[src/hw/rtl/srt_pkg.sv]
// Shared types, constants and codes for the selective-repeat retransmit tracker.
// No dependencies; the design modules refer to this package by scoped names, the testbench imports it.
`timescale 1ns / 1ps

package srt_pkg;

	localparam int TABLE_DEPTH = 16;
	localparam int ACK_WINDOW  = 5;
	// the mask field is five bits wide, so the window never reaches past it
	localparam int ACK_SPAN    = (ACK_WINDOW < 5) ? ACK_WINDOW : 5;
	localparam int SLOT_W      = (TABLE_DEPTH > 1) ? $clog2(TABLE_DEPTH) : 1;
	localparam int CNT_W       = $clog2(TABLE_DEPTH + 1);
	localparam int CFG_IDX_W   = 3;

	typedef logic [31:0]       id_t;
	typedef logic [15:0]       age_t;
	typedef logic [3:0]        retry_t;
	typedef logic [2:0]        clr_t;
	typedef logic [4:0]        outst_t;
	typedef logic [SLOT_W-1:0] slot_t;
	typedef logic [CNT_W-1:0]  cnt_t;

	localparam age_t AGE_MAX = 16'hFFFF;

	// configuration register indexes
	localparam logic [CFG_IDX_W-1:0] REG_SESSION      = 3'd0;
	localparam logic [CFG_IDX_W-1:0] REG_BASE_TMO     = 3'd1;
	localparam logic [CFG_IDX_W-1:0] REG_EXT_TMO      = 3'd2;
	localparam logic [CFG_IDX_W-1:0] REG_EXTEND_AFTER = 3'd3;
	localparam logic [CFG_IDX_W-1:0] REG_RETRY_LIMIT  = 3'd4;

	localparam id_t    RST_SESSION      = 32'd0;
	localparam age_t   RST_BASE_TMO     = 16'd200;
	localparam age_t   RST_EXT_TMO      = 16'd500;
	localparam retry_t RST_EXTEND_AFTER = 4'd3;
	localparam retry_t RST_RETRY_LIMIT  = 4'd5;

	typedef enum logic [1:0] {
		CMD_TICK = 2'd0,
		CMD_SEND = 2'd1,
		CMD_ACK  = 2'd2,
		CMD_NOP  = 2'd3
	} cmd_e;

	typedef enum logic [2:0] {
		KIND_SENT      = 3'd0,
		KIND_FULL      = 3'd1,
		KIND_ACKED     = 3'd2,
		KIND_BAD_SESS  = 3'd3,
		KIND_RETX      = 3'd4,
		KIND_DROP      = 3'd5,
		KIND_IDLE      = 3'd6
	} kind_e;

	typedef enum logic [2:0] {
		ST_IDLE = 3'b001,
		ST_SCAN = 3'b010,
		ST_FIN  = 3'b100
	} state_e;

	typedef struct packed {
		id_t    session_id;
		age_t   base_timeout;
		age_t   extended_timeout;
		retry_t extend_after_retries;
		retry_t retry_limit;
	} cfg_t;

	typedef struct packed {
		logic   id_eq;
		logic   ack_hit;
		logic   expire;
		logic   drop;
		age_t   age_next;
		retry_t retries_next;
	} alu_res_t;

	typedef struct packed {
		kind_e  kind;
		id_t    result_id;
		retry_t attempt;
		clr_t   cleared_count;
		outst_t outstanding;
		logic   last;
	} result_t;

endpackage

[src/hw/rtl/srt_in_if.sv]
// Command channel of the retransmit tracker: valid/ready plus one command beat.
// Depends on nothing.
`timescale 1ns / 1ps

interface srt_in_if;
	logic        valid;
	logic        ready;
	logic [1:0]  cmd;
	logic [31:0] packet_id;
	logic [31:0] ack_session;
	logic [31:0] ack_first_id;
	logic [4:0]  ack_mask;

	modport source (output valid, cmd, packet_id, ack_session, ack_first_id, ack_mask,
		input ready);
	modport sink (input valid, cmd, packet_id, ack_session, ack_first_id, ack_mask,
		output ready);
endinterface

[src/hw/rtl/srt_out_if.sv]
// Result channel of the retransmit tracker: valid/ready plus one result beat.
// Depends on nothing.
`timescale 1ns / 1ps

interface srt_out_if;
	logic        valid;
	logic        ready;
	logic [2:0]  kind;
	logic [31:0] result_id;
	logic [3:0]  attempt;
	logic [2:0]  cleared_count;
	logic [4:0]  outstanding;
	logic        last;

	modport source (output valid, kind, result_id, attempt, cleared_count, outstanding,
		last, input ready);
	modport sink (input valid, kind, result_id, attempt, cleared_count, outstanding,
		last, output ready);
endinterface

[src/hw/rtl/srt_cfg_if.sv]
// Configuration write channel: valid/ready, register index and write data.
// Depends on nothing.
`timescale 1ns / 1ps

interface srt_cfg_if;
	logic        valid;
	logic        ready;
	logic [2:0]  index;
	logic [31:0] data;

	modport source (output valid, index, data, input ready);
	modport sink (input valid, index, data, output ready);
endinterface

[src/hw/rtl/selective_ack_retransmit_tracker.sv]
// Sender-side selective-repeat tracker: a sequencer walks the 16-entry table one
// slot per cycle through the shared entry unit. Send, matching ack and tick go
// from accept through a scan of all slots to finish; a wrong-session ack or
// unused command skips the scan. A full output register can stall a tick scan.
// One item at a time. Reset empties the table and loads register defaults.
`timescale 1ns / 1ps

module selective_ack_retransmit_tracker (
	input  logic      clk,
	input  logic      arst_n,
	srt_in_if.sink    req,
	srt_out_if.source res,
	srt_cfg_if.sink   cfg
);

	srt_pkg::cfg_t     regs;
	srt_pkg::alu_res_t alu;

	srt_cfg_regs u_cfg (
		.clk    (clk),
		.arst_n (arst_n),
		.cfg    (cfg),
		.regs   (regs)
	);

	// entry table
	logic            valid_q   [srt_pkg::TABLE_DEPTH];
	srt_pkg::id_t    id_q      [srt_pkg::TABLE_DEPTH];
	srt_pkg::retry_t retries_q [srt_pkg::TABLE_DEPTH];
	srt_pkg::age_t   age_q     [srt_pkg::TABLE_DEPTH];

	srt_pkg::state_e state_q;
	srt_pkg::cmd_e   cmd_q;
	srt_pkg::id_t    key_q;
	logic [4:0]      mask_q;
	logic            sess_ok_q;
	srt_pkg::slot_t  slot_q;
	srt_pkg::cnt_t   cnt_q;
	logic            match_found_q, free_found_q;
	srt_pkg::slot_t  match_slot_q, free_slot_q;
	srt_pkg::clr_t   cleared_q;
	srt_pkg::result_t pend_q;
	logic            pend_exp_q;
	srt_pkg::result_t out_q;
	logic            out_valid_q;

	logic            cur_valid;
	logic            out_free;
	logic            accept, adv, last_slot;
	logic            tbl_we, v_set, v_clr;
	srt_pkg::slot_t  tbl_slot;
	srt_pkg::id_t    tbl_id;
	srt_pkg::retry_t tbl_retries;
	srt_pkg::age_t   tbl_age;
	srt_pkg::cnt_t   cnt_nxt;
	logic            mid_push, pend_load, fin_push, clr_inc;
	srt_pkg::result_t pend_new, fin_res;
	srt_pkg::slot_t  new_slot;

	assign cur_valid = valid_q[slot_q];
	assign out_free  = !out_valid_q || res.ready;
	assign last_slot = (slot_q == srt_pkg::slot_t'(srt_pkg::TABLE_DEPTH - 1));
	assign new_slot  = match_found_q ? match_slot_q : free_slot_q;
	assign req.ready = (state_q == srt_pkg::ST_IDLE);

	srt_entry_alu u_alu (
		.entry_id      (id_q[slot_q]),
		.entry_retries (retries_q[slot_q]),
		.entry_age     (age_q[slot_q]),
		.key           (key_q),
		.mask          (mask_q),
		.regs          (regs),
		.res           (alu)
	);

	always_comb begin
		accept      = 1'b0;
		adv         = 1'b0;
		tbl_we      = 1'b0;
		v_set       = 1'b0;
		v_clr       = 1'b0;
		tbl_slot    = slot_q;
		tbl_id      = id_q[slot_q];
		tbl_retries = retries_q[slot_q];
		tbl_age     = alu.age_next;
		cnt_nxt     = cnt_q;
		mid_push    = 1'b0;
		pend_load   = 1'b0;
		fin_push    = 1'b0;
		clr_inc     = 1'b0;
		pend_new    = pend_q;
		fin_res     = '{kind: srt_pkg::KIND_IDLE, result_id: '0, attempt: '0,
			cleared_count: '0, outstanding: srt_pkg::outst_t'(cnt_q), last: 1'b1};

		unique case (state_q)
			srt_pkg::ST_IDLE: begin
				accept = req.valid;
			end
			srt_pkg::ST_SCAN: begin
				adv = 1'b1;
				case (cmd_q)
					srt_pkg::CMD_ACK: begin
						if (cur_valid && alu.ack_hit) begin
							v_clr   = 1'b1;
							clr_inc = 1'b1;
							cnt_nxt = cnt_q - 1'b1;
						end
					end
					srt_pkg::CMD_TICK: begin
						if (cur_valid) begin
							if (!alu.expire) begin
								tbl_we = 1'b1;
							end else if (pend_exp_q && !out_free) begin
								adv = 1'b0;     // previous expiry still waiting
							end else begin
								mid_push  = pend_exp_q;
								pend_load = 1'b1;
								if (alu.drop) begin
									v_clr    = 1'b1;
									cnt_nxt  = cnt_q - 1'b1;
									pend_new = '{kind: srt_pkg::KIND_DROP,
										result_id: id_q[slot_q],
										attempt: retries_q[slot_q], cleared_count: '0,
										outstanding: srt_pkg::outst_t'(cnt_q - 1'b1),
										last: 1'b0};
								end else begin
									tbl_we      = 1'b1;
									tbl_age     = '0;
									tbl_retries = alu.retries_next;
									pend_new    = '{kind: srt_pkg::KIND_RETX,
										result_id: id_q[slot_q],
										attempt: alu.retries_next, cleared_count: '0,
										outstanding: srt_pkg::outst_t'(cnt_q),
										last: 1'b0};
								end
							end
						end
					end
					default: ;
				endcase
			end
			srt_pkg::ST_FIN: begin
				fin_push = out_free;
				case (cmd_q)
					srt_pkg::CMD_SEND: begin
						if (match_found_q || free_found_q) begin
							tbl_we      = out_free;
							v_set       = out_free;
							tbl_slot    = new_slot;
							tbl_id      = key_q;
							tbl_retries = '0;
							tbl_age     = '0;
							if (!match_found_q) cnt_nxt = cnt_q + 1'b1;
							fin_res.kind        = srt_pkg::KIND_SENT;
							fin_res.outstanding = srt_pkg::outst_t'(cnt_nxt);
						end else begin
							fin_res.kind = srt_pkg::KIND_FULL;
						end
						fin_res.result_id = key_q;
						if (!out_free) cnt_nxt = cnt_q;
					end
					srt_pkg::CMD_ACK: begin
						if (sess_ok_q) begin
							fin_res.kind          = srt_pkg::KIND_ACKED;
							fin_res.cleared_count = cleared_q;
						end else begin
							fin_res.kind = srt_pkg::KIND_BAD_SESS;
						end
					end
					srt_pkg::CMD_TICK: begin
						if (pend_exp_q) begin
							fin_res      = pend_q;
							fin_res.last = 1'b1;
						end
					end
					default: ;
				endcase
			end
			default: ;
		endcase
	end

	// valid bits: cleared by reset, the rest of the table is written before use
	always_ff @(posedge clk or negedge arst_n) begin
		if (!arst_n) begin
			for (int i = 0; i < srt_pkg::TABLE_DEPTH; i++) valid_q[i] <= 1'b0;
		end else if (v_set) begin
			valid_q[tbl_slot] <= 1'b1;
		end else if (v_clr) begin
			valid_q[tbl_slot] <= 1'b0;
		end
	end

	always_ff @(posedge clk) begin
		if (tbl_we) begin
			id_q[tbl_slot]      <= tbl_id;
			retries_q[tbl_slot] <= tbl_retries;
			age_q[tbl_slot]     <= tbl_age;
		end
	end

	always_ff @(posedge clk or negedge arst_n) begin
		if (!arst_n) begin
			state_q       <= srt_pkg::ST_IDLE;
			cnt_q         <= '0;
			slot_q        <= '0;
			match_found_q <= 1'b0;
			free_found_q  <= 1'b0;
			pend_exp_q    <= 1'b0;
			out_valid_q   <= 1'b0;
		end else begin
			cnt_q <= cnt_nxt;
			if (accept) begin
				slot_q        <= '0;
				match_found_q <= 1'b0;
				free_found_q  <= 1'b0;
				pend_exp_q    <= 1'b0;
				if ((srt_pkg::cmd_e'(req.cmd) == srt_pkg::CMD_NOP) ||
					((srt_pkg::cmd_e'(req.cmd) == srt_pkg::CMD_ACK) &&
					(req.ack_session != regs.session_id))) begin
					state_q <= srt_pkg::ST_FIN;
				end else begin
					state_q <= srt_pkg::ST_SCAN;
				end
			end
			if (state_q == srt_pkg::ST_SCAN && adv) begin
				if (cmd_q == srt_pkg::CMD_SEND) begin
					if (cur_valid && alu.id_eq && !match_found_q) match_found_q <= 1'b1;
					if (!cur_valid && !free_found_q) free_found_q <= 1'b1;
				end
				if (last_slot) state_q <= srt_pkg::ST_FIN;
				else slot_q <= slot_q + 1'b1;
			end
			if (pend_load) pend_exp_q <= 1'b1;
			if (fin_push) state_q <= srt_pkg::ST_IDLE;
			if (mid_push || fin_push) out_valid_q <= 1'b1;
			else if (res.ready) out_valid_q <= 1'b0;
		end
	end

	// beat payload and per-item working registers
	always_ff @(posedge clk) begin
		if (accept) begin
			cmd_q     <= srt_pkg::cmd_e'(req.cmd);
			key_q     <= (srt_pkg::cmd_e'(req.cmd) == srt_pkg::CMD_SEND) ?
				req.packet_id : req.ack_first_id;
			mask_q    <= req.ack_mask;
			sess_ok_q <= (req.ack_session == regs.session_id);
			cleared_q <= '0;
		end
		if (clr_inc) cleared_q <= cleared_q + 1'b1;
		if (state_q == srt_pkg::ST_SCAN && adv && cmd_q == srt_pkg::CMD_SEND) begin
			if (cur_valid && alu.id_eq && !match_found_q) match_slot_q <= slot_q;
			if (!cur_valid && !free_found_q) free_slot_q <= slot_q;
		end
		if (pend_load) pend_q <= pend_new;
		if (mid_push) out_q <= pend_q;
		else if (fin_push) out_q <= fin_res;
	end

	assign res.valid         = out_valid_q;
	assign res.kind          = out_q.kind;
	assign res.result_id     = out_q.result_id;
	assign res.attempt       = out_q.attempt;
	assign res.cleared_count = out_q.cleared_count;
	assign res.outstanding   = out_q.outstanding;
	assign res.last          = out_q.last;

endmodule

[src/hw/rtl/srt_cfg_regs.sv]
// Configuration register file of the retransmit tracker.
// Depends on srt_pkg and srt_cfg_if.
`timescale 1ns / 1ps

module srt_cfg_regs (
	input  logic           clk,
	input  logic           arst_n,
	srt_cfg_if.sink        cfg,
	output srt_pkg::cfg_t  regs
);

	srt_pkg::cfg_t regs_q;

	assign cfg.ready = 1'b1;
	assign regs      = regs_q;

	always_ff @(posedge clk or negedge arst_n) begin
		if (!arst_n) begin
			regs_q.session_id           <= srt_pkg::RST_SESSION;
			regs_q.base_timeout         <= srt_pkg::RST_BASE_TMO;
			regs_q.extended_timeout     <= srt_pkg::RST_EXT_TMO;
			regs_q.extend_after_retries <= srt_pkg::RST_EXTEND_AFTER;
			regs_q.retry_limit          <= srt_pkg::RST_RETRY_LIMIT;
		end else if (cfg.valid) begin
			unique case (cfg.index)
				srt_pkg::REG_SESSION:      regs_q.session_id <= cfg.data;
				srt_pkg::REG_BASE_TMO:     regs_q.base_timeout <= cfg.data[15:0];
				srt_pkg::REG_EXT_TMO:      regs_q.extended_timeout <= cfg.data[15:0];
				srt_pkg::REG_EXTEND_AFTER: regs_q.extend_after_retries <= cfg.data[3:0];
				srt_pkg::REG_RETRY_LIMIT:  regs_q.retry_limit <= cfg.data[3:0];
				default: ;
			endcase
		end
	end

endmodule

[src/hw/rtl/srt_entry_alu.sv]
// Shared per-entry unit: one subtractor serves id match and ack window test,
// plus age increment and timeout compare. Depends on srt_pkg.
`timescale 1ns / 1ps

module srt_entry_alu (
	input  srt_pkg::id_t      entry_id,
	input  srt_pkg::retry_t   entry_retries,
	input  srt_pkg::age_t     entry_age,
	input  srt_pkg::id_t      key,
	input  logic [4:0]        mask,
	input  srt_pkg::cfg_t     regs,
	output srt_pkg::alu_res_t res
);

	srt_pkg::id_t  diff;
	logic [4:0]    mask_sh;
	srt_pkg::age_t tmo;

	always_comb begin
		diff    = entry_id - key;
		mask_sh = mask >> diff[2:0];
		tmo     = (entry_retries < regs.extend_after_retries) ?
			regs.base_timeout : regs.extended_timeout;

		res.id_eq        = (diff == '0);
		res.ack_hit      = (diff < 32'(srt_pkg::ACK_SPAN)) && mask_sh[0];
		res.age_next     = (entry_age == srt_pkg::AGE_MAX) ? entry_age : entry_age + 16'd1;
		res.expire       = (res.age_next >= tmo);
		res.drop         = (entry_retries >= regs.retry_limit);
		res.retries_next = entry_retries + 4'd1;
	end

endmodule

[src/flat_wrapper.sv]
// flat-port wrapper written by rule: the top's interface ports become plain ports
module selective_ack_retransmit_tracker_flat 
  (clk, arst_n, req_valid, req_cmd, req_packet_id, req_ack_session, req_ack_first_id, req_ack_mask, req_ready, res_valid, res_kind, res_result_id, res_attempt, res_cleared_count, res_outstanding, res_last, res_ready, cfg_valid, cfg_index, cfg_data, cfg_ready);
  srt_in_if req_i ();
  srt_out_if res_i ();
  srt_cfg_if cfg_i ();
  input  logic clk;
  input  logic arst_n;
  input wire logic [$bits(req_i.valid)-1:0] req_valid;
  input wire logic [$bits(req_i.cmd)-1:0] req_cmd;
  input wire logic [$bits(req_i.packet_id)-1:0] req_packet_id;
  input wire logic [$bits(req_i.ack_session)-1:0] req_ack_session;
  input wire logic [$bits(req_i.ack_first_id)-1:0] req_ack_first_id;
  input wire logic [$bits(req_i.ack_mask)-1:0] req_ack_mask;
  output wire logic [$bits(req_i.ready)-1:0] req_ready;
  output wire logic [$bits(res_i.valid)-1:0] res_valid;
  output wire logic [$bits(res_i.kind)-1:0] res_kind;
  output wire logic [$bits(res_i.result_id)-1:0] res_result_id;
  output wire logic [$bits(res_i.attempt)-1:0] res_attempt;
  output wire logic [$bits(res_i.cleared_count)-1:0] res_cleared_count;
  output wire logic [$bits(res_i.outstanding)-1:0] res_outstanding;
  output wire logic [$bits(res_i.last)-1:0] res_last;
  input wire logic [$bits(res_i.ready)-1:0] res_ready;
  input wire logic [$bits(cfg_i.valid)-1:0] cfg_valid;
  input wire logic [$bits(cfg_i.index)-1:0] cfg_index;
  input wire logic [$bits(cfg_i.data)-1:0] cfg_data;
  output wire logic [$bits(cfg_i.ready)-1:0] cfg_ready;
  assign req_i.valid = req_valid;
  assign req_i.cmd = req_cmd;
  assign req_i.packet_id = req_packet_id;
  assign req_i.ack_session = req_ack_session;
  assign req_i.ack_first_id = req_ack_first_id;
  assign req_i.ack_mask = req_ack_mask;
  assign req_ready = req_i.ready;
  assign res_valid = res_i.valid;
  assign res_kind = res_i.kind;
  assign res_result_id = res_i.result_id;
  assign res_attempt = res_i.attempt;
  assign res_cleared_count = res_i.cleared_count;
  assign res_outstanding = res_i.outstanding;
  assign res_last = res_i.last;
  assign res_i.ready = res_ready;
  assign cfg_i.valid = cfg_valid;
  assign cfg_i.index = cfg_index;
  assign cfg_i.data = cfg_data;
  assign cfg_ready = cfg_i.ready;
  selective_ack_retransmit_tracker u_core (.clk(clk), .arst_n(arst_n), .req(req_i), .res(res_i), .cfg(cfg_i));
endmodule
[config.mk]
export PLATFORM = sky130hd
export DESIGN_NAME = selective_ack_retransmit_tracker_flat
export DESIGN_NICKNAME = d
export VERILOG_FILES = /design/src/hw/rtl/srt_pkg.sv /design/src/hw/rtl/srt_in_if.sv /design/src/hw/rtl/srt_out_if.sv /design/src/hw/rtl/srt_cfg_if.sv /design/src/hw/rtl/selective_ack_retransmit_tracker.sv /design/src/hw/rtl/srt_cfg_regs.sv /design/src/hw/rtl/srt_entry_alu.sv /design/src/flat_wrapper.sv
export SDC_FILE = /design/constraint.sdc
export NUM_CORES = 1
export LEC_CHECK = 0
export BUFFER_PORTS_ARGS = -buffer_cell sky130_fd_sc_hd__buf_4
export CAP_MARGIN = 20
export CORE_UTILIZATION = 30
export DETAILED_ROUTE_END_ITERATION = 6
export SLEW_MARGIN = 20
export SYNTH_ARGS = -nofsm -noshare
export SYNTH_HDL_FRONTEND = slang
export SYNTH_SLANG_ARGS = --single-unit
[constraint.sdc]
create_clock -name clk -period 20.5 [get_ports clk]
set_input_delay 3.075 -clock clk [delete_from_list [all_inputs] [get_ports clk]]
set_output_delay 3.075 -clock clk [all_outputs]
set_load 0.01 [all_outputs]
==> results of run 1 <==
## metrics by stage
step	std cells	hold slack (ps)
detailed placement	4698	473
finish	4882	484
global route	4882	518
global placement	4698	468
CTS	4879	482
floorplan	2544	456
## power by group through the flow
| stage | combinational (uW) | sequential, uW | clock, uW |
|---|---|---|---|
| floorplan | 92.3 | 2460 | 0 |
| global placement | 143 | 2470 | 0 |
| detailed placement | 145 | 2470 | 0 |
| CTS | 146 | 2420 | 1920 |
| global route | 160 | 2420 | 1990 |
| finish | 142 | 2420 | 1880 |
## sequential cells by signal, summed over array words and instances (netlist names), 3 cells and up, named ones only
register,count
u_core.free_slot_q,4
u_core.res.outstanding,5
u_core.id_q,512
u_core.res.result_id,32
u_core.state_q,3
u_core.res.attempt,4
u_core.key_q,32
u_core.pend_q,42
u_core.cnt_q,5
u_core.cleared_q,3
u_core.res.cleared_count,3
u_core.u_cfg.regs,72
u_core.retries_q,64
u_core.res.kind,3
u_core.slot_q,4
u_core.age_q,256
u_core.mask_q,5
u_core.match_slot_q,4
## layout make-up
type | count | share of cell area (%)
inverters | 62 | 0.444
multi-input cells | 1282 | 24.8
flip-flops and latches | 1077 | 60.1
clock buffers | 118 | 4.97
repair buffers | 264 | 3.76
clock inverters | 63 | 1.24
well taps | 2016 | 4.76
## cells by family (layout without fill, tap and decap cells)
| kind of cell | count (synthesis) | in the layout |
|---|---|---|
| buf+inv | 185 | 507 |
| simple gates | 409 | 409 |
| compound gates | 344 | 344 |
| mux | 396 | 396 |
| other cells | 1 | 1 |
| fa+ha+maj | 65 | 65 |
| xor+xnor | 67 | 67 |
| flops | 1077 | 1077 |
## cell usage after synthesis (7+ instances only)
cell type / instances
mux2_2: 106
o21a_1: 10
xnor2_1: 50
nand2b_1: 12
mux2i_1: 29
a211oi_1: 11
xor2_1: 16
nor4_1: 7
and2_1: 14
nor2_1: 78
ha_1: 64
o41ai_1: 9
a21oi_1: 73
buf_1: 26
nor2b_1: 18
nand4_1: 24
mux4_1: 8
and3_1: 26
nor3_1: 19
dfrtp_1: 90
dfstp_2: 14
buf_2: 14
a21o_1: 18
mux4_2: 253
inv_1: 59
o21ai_0: 120
edfxtp_1: 973
o211ai_1: 10
a31oi_1: 20
nand3_1: 24
nand2_1: 161
clkbuf_1: 72
## metal layers
layer / track usage, % / vias to the layer above
met1: 20.0 / 12800
met3: 2.31 / 125
met5: 0 / -
met4: 3.96 / 0
li1: - / 10700
met2: 24.7 / 789
## final timing paths
| check | startpoint | end | cells after the start |
|---|---|---|---|
| max | u_core.slot_q[1] | u_core.id_q[0][18] | 23 |
| min | u_core.state_q[0] | u_core.state_q[0] | 2 |
| max reg2reg | u_core.slot_q[1] | u_core.id_q[0][18] | 23 |
| min reg2reg | u_core.state_q[0] | u_core.state_q[0] | 2 |
| max in group asynchronous | arst_n | u_core.slot_q[0] | 2 |
| min in group asynchronous | arst_n | u_core.u_cfg.regs[32] | 1 |
## worst max-delay path, stage by stage, from the launching register on
cell      delay (ps)
dfrtp_4         1020
buf_4            740
buf_4            740
mux4_2           330
mux2i_1           80
mux2i_1          360
o2111a_1         350
and4_1           280
and2_1           340
inv_2            160
nand2_1          120
nor3_2            50
xor2_1           210
ha_1             280
and4_1           220
a211oi_1         250
a31oi_1          110
a211oi_1         230
o21ai_0          320
o21ai_0          170
a41o_1           310
nand2_1          280
nor2_4           730
buf_4            780
==> metrics.log, run 1 <==
INFO  metric status = complete, no violations
INFO  metric sequential_share_of_the_synthesized_area = 69.9%
INFO  metric placed_cell_area = 0.0497 mm2
INFO  metric ys_top_cells_by_area = edfxtp_1 (64%), mux4_2 (13%), dfrtp_1 (4.9%)
INFO  metric grtUsageTotal = 14.8%
INFO  metric post_synthesis_xor_xnor_area_fraction = 1.30%
INFO  metric clkSinkCount = 1,077
INFO  metric start_util = between 30% and 40%
INFO  metric total_leakage_power = 0.0138 uW
INFO  metric distinct_cell_type_count_of_the_synthesized_netlist = 82
INFO  metric ys_async_sr_fraction = under 10%
INFO  metric period_needed = 8960 ps
INFO  metric critical_path_arrival = 9270 ps
INFO  metric most-common-layout-cells = edfxtp_1 (973), buf_4 (262), mux4_2 (253)
INFO  metric cts.repair.resized = 0
INFO  metric drv_cap = 0
INFO  metric wl_per_cell = 23.4 um
INFO  metric hold_viol_final = 0
INFO  metric post_synth_mux_area_share = 16.2%
INFO  metric synth-seq-cells = 1,077
INFO  metric final.setup.tns = 0 ps
INFO  metric max_freq = ~110 MHz
INFO  metric adder_cell_area_share_of_the_yosys_netlist = under 10%
INFO  metric seqCellArea = 0.0318 mm2
INFO  metric setup.worst_path.end_class = register
INFO  metric int_pwr = 3530 uW
INFO  metric tritoncts = built
INFO  metric ant_nets = 0
INFO  metric dr.first_iter.drc_count = about 2,300
INFO  metric grt_overflow = 0
INFO  metric power.share.switching = 20.5%
INFO  metric met3WireLength = 6.99 mm
INFO  metric drv_slew = 0
INFO  metric finClkSkew = 28.8 ps
INFO  metric synth_compound_gate_area_share = 4.73%
INFO  metric syn_nets = ~2,800
INFO  metric clock_power_share = 42.3%
INFO  metric yosys.area.top_type_share = 64.1%
INFO  metric timing.critical_path.from_type = register
INFO  metric seq_power_share = 54.5%
INFO  metric timing.final.ws_setup = ~12,000 ps
INFO  metric synthesis.area_per_instance = approximately 18 um2
INFO  metric cts_post_setup_buffers_inserted = 0
INFO  metric die_w = between 300 and 400 um
INFO  metric finish.utilization = 35.3%
INFO  metric final.period_utilization = 43.7%
INFO  metric port_buffers = 192
INFO  metric multi_input_logic_area = 0.0131 mm2
INFO  metric clkLatencyLatePin = 700 ps
INFO  metric p_sw = 912 uW
INFO  metric clk_pin_slew = 70 ps
INFO  metric totalWireLength = 114 mm
INFO  metric design.die.area = 0.153 mm2
INFO  metric worst_ep_required_time = ~21,000 ps
INFO  metric global_placement_routability_congestion = 0.874
INFO  metric fin_total_pwr = 4440 uW
INFO  metric r2r_slack = 11,540 ps
INFO  metric largest_area_contributor_in_the_netlist = edfxtp_1
INFO  metric drtPass1Iterations = 5
INFO  metric count_of_fill_cells_added_during_filler_insertion = 14,200
INFO  metric power_density = 83.8 mW/mm2
INFO  metric cts-hold-fix-buffers = 0
INFO  metric htree_num_levels = 3
INFO  metric tightest_slew = 1120 ps
INFO  metric nets = 2,997
INFO  metric clock_buffers_created_by_tritoncts = 102
INFO  metric max_rail_drop_vdd = ~59 uV
INFO  metric synth_top_family_by_area = multiplexers
INFO  metric ioPinCount = 194
INFO  metric rsz0062_at_grt = false
INFO  metric final_area = approximately 0.053 mm2
INFO  metric syn2layout_area_growth = 16.4%
INFO  metric layout_commonest_cell = edfxtp_1
INFO  metric synthCells = 2,544
INFO  metric dominant_synthesized_flop_cell = edfxtp_1
INFO  metric timing.hold.worst.class = register to register
INFO  metric viasPerCell = 5.01
INFO  metric placeableCoreArea = 0.150 mm2
INFO  metric via_count_of_the_first_global_routing_pass = 24,600
INFO  metric die_height = 392 um
INFO  metric worst-path-max-fanout = 56
INFO  metric largest_net_degree_at_the_start_of_global_routing = 83
INFO  metric grt_antenna_before_repair = 5
INFO  metric global_route_wire_length_before_repair = 168 mm
INFO  metric synthSimpleGateAreaFrac = under 10%
INFO  metric placement_rows = 142
INFO  metric netlist_area = 0.0455 mm2
INFO  metric met2_length = 56.1 mm
INFO  metric crit_type = register to register
INFO  metric timing.slew.headroom = 25.3%
INFO  metric topRoutingLayerUsed = met4
INFO  metric wirelength_met1 = 49.2 mm
INFO  metric synth-edff-count = between 900 and 1,000
INFO  metric setup_violations = 0
INFO  metric yosys_warn_count = 0
INFO  metric drc = 0
INFO  metric dp_worst_setup_slack = 11,390 ps
INFO  metric antenna_cells = 0
INFO  metric drive_gt1_share = between 20% and 30%
INFO  metric vias = 24,500
INFO  metric clockRootBuffer = clkbuf_16
INFO  metric post-dp-hpwl = approximately 68 mm
INFO  metric clock_tree.buffer_depth = 3
INFO  metric combPwrFrac = between 3 and 4%
Note: power is estimated with default switching activity, not from simulation.
==> run 2: changes to the inputs <==
==> constraint.sdc (replaced) <==
create_clock -name clk -period 9.35 [get_ports clk]
set_input_delay 1.4025 -clock clk [delete_from_list [all_inputs] [get_ports clk]]
set_output_delay 1.4025 -clock clk [all_outputs]
set_load 0.01 [all_outputs]
==> metrics.log, run 2 (same netlist as run 1, synthesis figures left out) <==
INFO  metric grt_antenna_before_repair = 4
INFO  metric worst_ep_required_time = 9690 ps
INFO  metric global_route_wire_length_before_repair = ~170 mm
INFO  metric max_rail_drop_vdd = roughly 140 uV
INFO  metric clk_pin_slew = 60 ps
INFO  metric dp.cells = about 4,700
INFO  metric viasPerCell = 5.02
INFO  metric start_util = a little under a third
INFO  metric grtUsageTotal = 14.7%
INFO  metric clkLatencyLatePin = 700 ps
INFO  metric timing.hold.worst.class = register to register
INFO  metric cts-hold-fix-buffers = 0
INFO  metric setup.worst_path.end_class = register
INFO  metric cts.repair.resized = 0
INFO  metric ioPinCount = 194
INFO  metric drive_gt1_share = 29.7%
INFO  metric tritoncts = built
INFO  metric clock_buffers_created_by_tritoncts = between 100 and 150
INFO  metric final.setup.tns = 0 ps
INFO  metric vias = 24,600
INFO  metric drc = 0
INFO  metric layout_commonest_cell = edfxtp_1
INFO  metric status = complete, no violations
INFO  metric port_buffers = 192
INFO  metric die_w = 392 um
INFO  metric worst-path-max-fanout = 40
INFO  metric dr.first_iter.drc_count = 2,190
INFO  metric antenna_cells = 0
INFO  metric design.die.area = around 0.15 mm2
INFO  metric via_count_of_the_first_global_routing_pass = 24,700
INFO  metric max_freq = 125 MHz
INFO  metric cts_post_setup_buffers_inserted = 0
INFO  metric clock_tree.buffer_depth = 3
INFO  metric largest_register_ffs = around 510
INFO  metric power_density = 183 mW/mm2
INFO  metric final_area = 0.0532 mm2
INFO  metric setup_violations = 0
INFO  metric instances_no_fill = just under 5,000
INFO  metric ant_nets = 0
INFO  metric critical_path_arrival = around 8400 ps
INFO  metric drv_slew = 0
INFO  metric drtPass1Iterations = 5
INFO  metric global_placement_routability_congestion = 0.893
INFO  metric syn2layout_area_growth = 16.9%
INFO  metric period_needed = 8020 ps
INFO  metric tightest_slew = 1100 ps
INFO  metric post-dp-hpwl = between 60 and 70 mm
INFO  metric die_height = ~390 um
INFO  metric finish.utilization = 35.4%
INFO  metric grt_overflow = 0
INFO  metric timing.slew.headroom = 25.9%
INFO  metric htree_num_levels = 3
INFO  metric finClkSkew = approximately 42 ps
INFO  metric rsz0062_at_grt = false
INFO  metric largest_net_degree_at_the_start_of_global_routing = 136
INFO  metric crit_type = register to register
INFO  metric drv_cap = 0
INFO  metric timing.critical_path.from_type = register
INFO  metric total_leakage_power = roughly 0.014 uW
INFO  metric hold_viol_final = 0
INFO  metric largest-register = u_core.id_q
INFO  metric nets = 3,009
INFO  metric final.period_utilization = about 86%
INFO  metric wl_per_cell = 23.0 um
INFO  metric placement_rows = 142
INFO  metric placeableCoreArea = 0.150 mm2
INFO  metric most-common-layout-cells = edfxtp_1 (973), buf_4 (266), mux4_2 (253)
INFO  metric hold-worst-slack = between 400 and 500 ps
INFO  metric clockRootBuffer = clkbuf_16
INFO  metric totalWireLength = 113 mm
INFO  metric placed_cell_area = 0.0499 mm2
INFO  metric clkSinkCount = 1,077
[run 2: final timing paths]
| path | from | end | slack (ps) | cells past startpoint |
|---|---|---|---|---|
| worst min-delay path | u_core.state_q[0] | u_core.state_q[0] | 500 | 2 |
| max in group asynchronous | arst_n | u_core.slot_q[0] | 7260 | 2 |
| worst max-delay path | u_core.slot_q[0] | u_core.age_q[6][7] | 1330 | 25 |
| worst max register to register | u_core.slot_q[0] | u_core.age_q[6][7] | 1330 | 25 |
| min in group asynchronous | arst_n | u_core.u_cfg.regs[62] | 720 | 1 |
| worst min register to register | u_core.state_q[0] | u_core.state_q[0] | 500 | 2 |
[run 2: area by class of cell]
cell class	instances	area, um2
clock buffers	114	2620
clock inverters	73	683
fillers	14100	97100
inverters	62	235
multi-input cells	1282	13100
flip-flops and latches	1077	31800
well taps	2016	2520
repair buffers	277	2200
[run 2: critical path: stages (launching register included)]
cell,delay (ps)
dfrtp_4,970
buf_4,450
mux4_2,550
mux4_2,550
ha_1,240
nand3_1,180
inv_2,70
and4_1,230
and2_1,250
inv_2,160
nand2_1,110
nor3_2,150
xor2_1,270
ha_1,300
and4_1,220
a211oi_1,240
a31oi_1,120
a211oi_1,210
o21ai_0,220
nand2_1,240
nor2_1,120
nand3_1,170
inv_2,50
nand2_1,400
nand2_1,290
nor2b_1,860
[run 2: metrics by stage]
step	total power (uW)	setup slack, ps
finish	9720	1330
global route	10000	640
CTS	9820	1310
detailed placement	5710	1380
global placement	5710	1600
floorplan	5590	1160
[run 2: per-layer routing]
layer	routed length (um)	track usage (%)
met2	53500	23.4
met5	0	0
met3	6620	2.36
met4	2660	4.58
met1	49900	20.5
[run 2: power by group]
part	switching [uW]	total [uW]	internal, uW
Sequential	42.5	5300	5260
Clock	1800	4110	2310
Combinational	131	310	179
==> run 3: changes to the inputs <==
--- a/config.mk
+++ b/config.mk
@@ -5,6 +5,7 @@
 export SDC_FILE = /design/constraint.sdc
 export NUM_CORES = 1
 export LEC_CHECK = 0
+export ABC_AREA = 1
 export BUFFER_PORTS_ARGS = -buffer_cell sky130_fd_sc_hd__buf_4
 export CAP_MARGIN = 20
 export CORE_UTILIZATION = 30
==> metrics.log, run 3 <==
INFO  metric status = complete, no violations
INFO  metric largest_net_degree_at_the_start_of_global_routing = 205
INFO  metric die_height = between 400 and 500 um
INFO  metric totalWireLength = 130 mm
INFO  metric count_of_fill_cells_added_during_filler_insertion = between 15,000 and 20,000
INFO  metric multi_input_logic_area = 0.0139 mm2
INFO  metric largest_register_ffs = 512
INFO  metric synthCells = 4,235
INFO  metric timing.slew.headroom = 26.2%
INFO  metric r2r_slack = roughly 2000 ps
INFO  metric most-common-layout-cells = edfxtp_1 (973), nand2_1 (604), nor2_1 (571)
INFO  metric hold_viol_final = 0
INFO  metric layout_commonest_cell = edfxtp_1
INFO  metric clkLatencyLatePin = 720 ps
INFO  metric setup.worst_path.end_class = register
INFO  metric global_placement_routability_congestion = 0.912
INFO  metric max_freq = 136 MHz
INFO  metric port_buffers = ~190
INFO  metric final.setup.tns = 0 ps
INFO  metric ant_nets = 0
INFO  metric wl_per_cell = 19.9 um
INFO  metric syn2layout_area_growth = 14.1%
INFO  metric design.die.area = 0.162 mm2
INFO  metric largest_area_contributor_in_the_netlist = edfxtp_1
INFO  metric worst-path-max-fanout = 163
INFO  metric viasPerCell = 5.04
INFO  metric dr.first_iter.drc_count = between 2,000 and 3,000
INFO  metric topRoutingLayerUsed = met4
INFO  metric cp-startpoint = u_core.slot_q[0]
INFO  metric htree_num_levels = 3
INFO  metric netlist_area = around 0.048 mm2
INFO  metric antenna_cells = 0
INFO  metric period_needed = 7330 ps
INFO  metric largest-register = u_core.id_q
INFO  metric tritoncts = built
INFO  metric timing.hold.worst.class = register to register
INFO  metric final.period_utilization = 78.4%
INFO  metric met2_length = 58.6 mm
INFO  metric synthesis.area_per_instance = 11.3 um2
INFO  metric grt_overflow = 0
INFO  metric yosys.area.top_type_share = 60.9%
INFO  metric clkSinkCount = 1,077
INFO  metric ys_async_sr_fraction = approximately a tenth
INFO  metric tightest_slew = 1110 ps
INFO  metric worstReg2RegEnd = u_core.id_q[12][14]
INFO  metric reg2reg_launch_point = u_core.slot_q[0]
INFO  metric vias = 32,900
INFO  metric met3WireLength = 9.90 mm
INFO  metric timing.reg2reg.worst_path_depth = 24
INFO  metric drive_gt1_share = 13.0%
INFO  metric critical_path_arrival = 7640 ps
INFO  metric critical_path.endpoint = u_core.id_q[12][14]
INFO  metric post-dp-hpwl = 76.2 mm
INFO  metric timing.critical_path.from_type = register
INFO  metric cts.repair.resized = 0
INFO  metric rsz0062_at_grt = false
INFO  metric wirelength_met1 = 57.2 mm
INFO  metric synth_commonest_cells = edfxtp_1 (973), nand2_1 (606), nor2_1 (572)
INFO  metric cts-hold-fix-buffers = 0
INFO  metric placement_rows = 146
INFO  metric clock_buffers_created_by_tritoncts = 102
INFO  metric distinct_cell_type_count_of_the_synthesized_netlist = between 50 and 60
INFO  metric crit_type = register to register
INFO  metric setup_violations = 0
INFO  metric drc = 0
INFO  metric ys_top_cells_by_area = edfxtp_1 (61%), o21ai_0 (5.6%), nand2_1 (4.7%)
INFO  metric nets = 4,585
INFO  metric sequential_share_of_the_synthesized_area = 66.3%
INFO  metric worst_ep_required_time = 9660 ps
INFO  metric yosys_warn_count = 0
INFO  metric seqCellArea = 0.0319 mm2
INFO  metric ioPinCount = 194
INFO  metric dominant_synthesized_flop_cell = edfxtp_1
INFO  metric dp_worst_setup_slack = 1770 ps
INFO  metric synth-edff-count = 973
INFO  metric cts_post_setup_buffers_inserted = 0
INFO  metric global_route_wire_length_before_repair = 196 mm
INFO  metric grtUsageTotal = 15.7%
INFO  metric syn_nets = 4,443
INFO  metric clockRootBuffer = clkbuf_16
INFO  metric synth-seq-cells = 1,077
INFO  metric placeableCoreArea = 0.159 mm2
INFO  metric clock_tree.buffer_depth = 3
INFO  metric grt_antenna_before_repair = 0
INFO  metric start_util = a little under a third
INFO  metric drv_cap = 0
INFO  metric drtPass1Iterations = 6
INFO  metric drv_slew = 0
INFO  metric max_rail_drop_vdd = 142 uV
INFO  metric finClkSkew = 26.1 ps
INFO  metric total_leakage_power = 0.0197 uW
INFO  metric via_count_of_the_first_global_routing_pass = around 32,000
INFO  metric die_w = 402 um
INFO  metric clk_pin_slew = 70 ps
INFO  metric synth_most_common_cell = edfxtp_1
INFO  metric power_density = 175 mW/mm2
INFO  metric timing.final.ws_setup = 2020 ps
## run 3: cell count changes in the layout (fill, tap and decap cells not counted), sizes merged, moves of 21 or more
cell / previous run / this run
o211ai: 10 / 66
nor2: 79 / 588
o21ai: 125 / 602
and3: 26 / 1
clkbuf: 115 / 136
o22ai: 6 / 83
xnor2: 51 / 24
mux2i: 29 / 2
inv: 72 / 323
mux2: 106 / 47
nand3: 24 / 168
nand2: 161 / 629
mux4: 261 / 0
o221ai: 1 / 153
## run 3: worst min-delay path by stage
stage	endpoint	slack (ps)	depth (start not counted)
after CTS	register	480	2
after detailed placement	register	460	2
after floorplan	register	440	2
after global placement	register	460	2
after global routing	register	500	2
final	register	480	2
## run 3: cell type report
type                    count  area share [%]
clock inverters            48           0.713
repair buffers            266            3.71
well taps                2072            4.73
clock buffers             136            5.06
inverters                 323            2.25
flip-flops and latches   1077            58.1
multi-input cells        2607            25.4
## run 3: metrics by stage
stage	power [uW]	instances	cell area (um2)	util, %	hold WS (ps)
2_1_floorplan	5560	4235	48000	-	436
3_3_place_gp	5670	6345	51600	32.5	455
3_5_place_dp	5670	6345	51600	32.5	459
4_1_cts	9660	6529	54700	34.5	476
5_1_grt	9870	6529	54800	34.5	496
6_report	9570	6529	54800	34.5	476
## run 3: cell families after synthesis
| group | synth area share, % |
|---|---|
| compound gates | 12.3 |
| xor+xnor | 0.839 |
| fa+ha+maj | 1.71 |
| buf+inv | 5.02 |
| flops | 66.3 |
| mux | 1.14 |
| other cells | 0.00781 |
| simple gates | 12.6 |
## run 3: power by group
group          switching, uW  total (uW)  internal (uW)
Clock                   1810        4000           2200
Combinational            145         283            138
Sequential              39.4        5290           5250
## run 3: routing by layer
metal / GRT usage (%) / vias up
li1: - / 15400
met1: 21.4 / 16000
met2: 24.8 / 1196
met3: 3.21 / 235
met4: 5.02 / 0
met5: 0 / -
## run 3: worst max-delay path, stage by stage, from the launching register on
cell	delay, ps
dfrtp_4	970
clkinv_8	670
buf_4	600
o21ai_0	240
o211ai_1	110
nand3_1	140
nand2_1	140
ha_1	250
inv_1	130
nor2_4	70
nand4_4	330
clkinv_1	160
nand2_1	120
nand2_1	70
ha_1	290
a21oi_1	140
o21ai_0	90
nand2_1	60
o211ai_1	80
nand2_1	60
nand3_1	260
o21ai_0	250
a31oi_4	330
nor3_2	190
buf_4	840
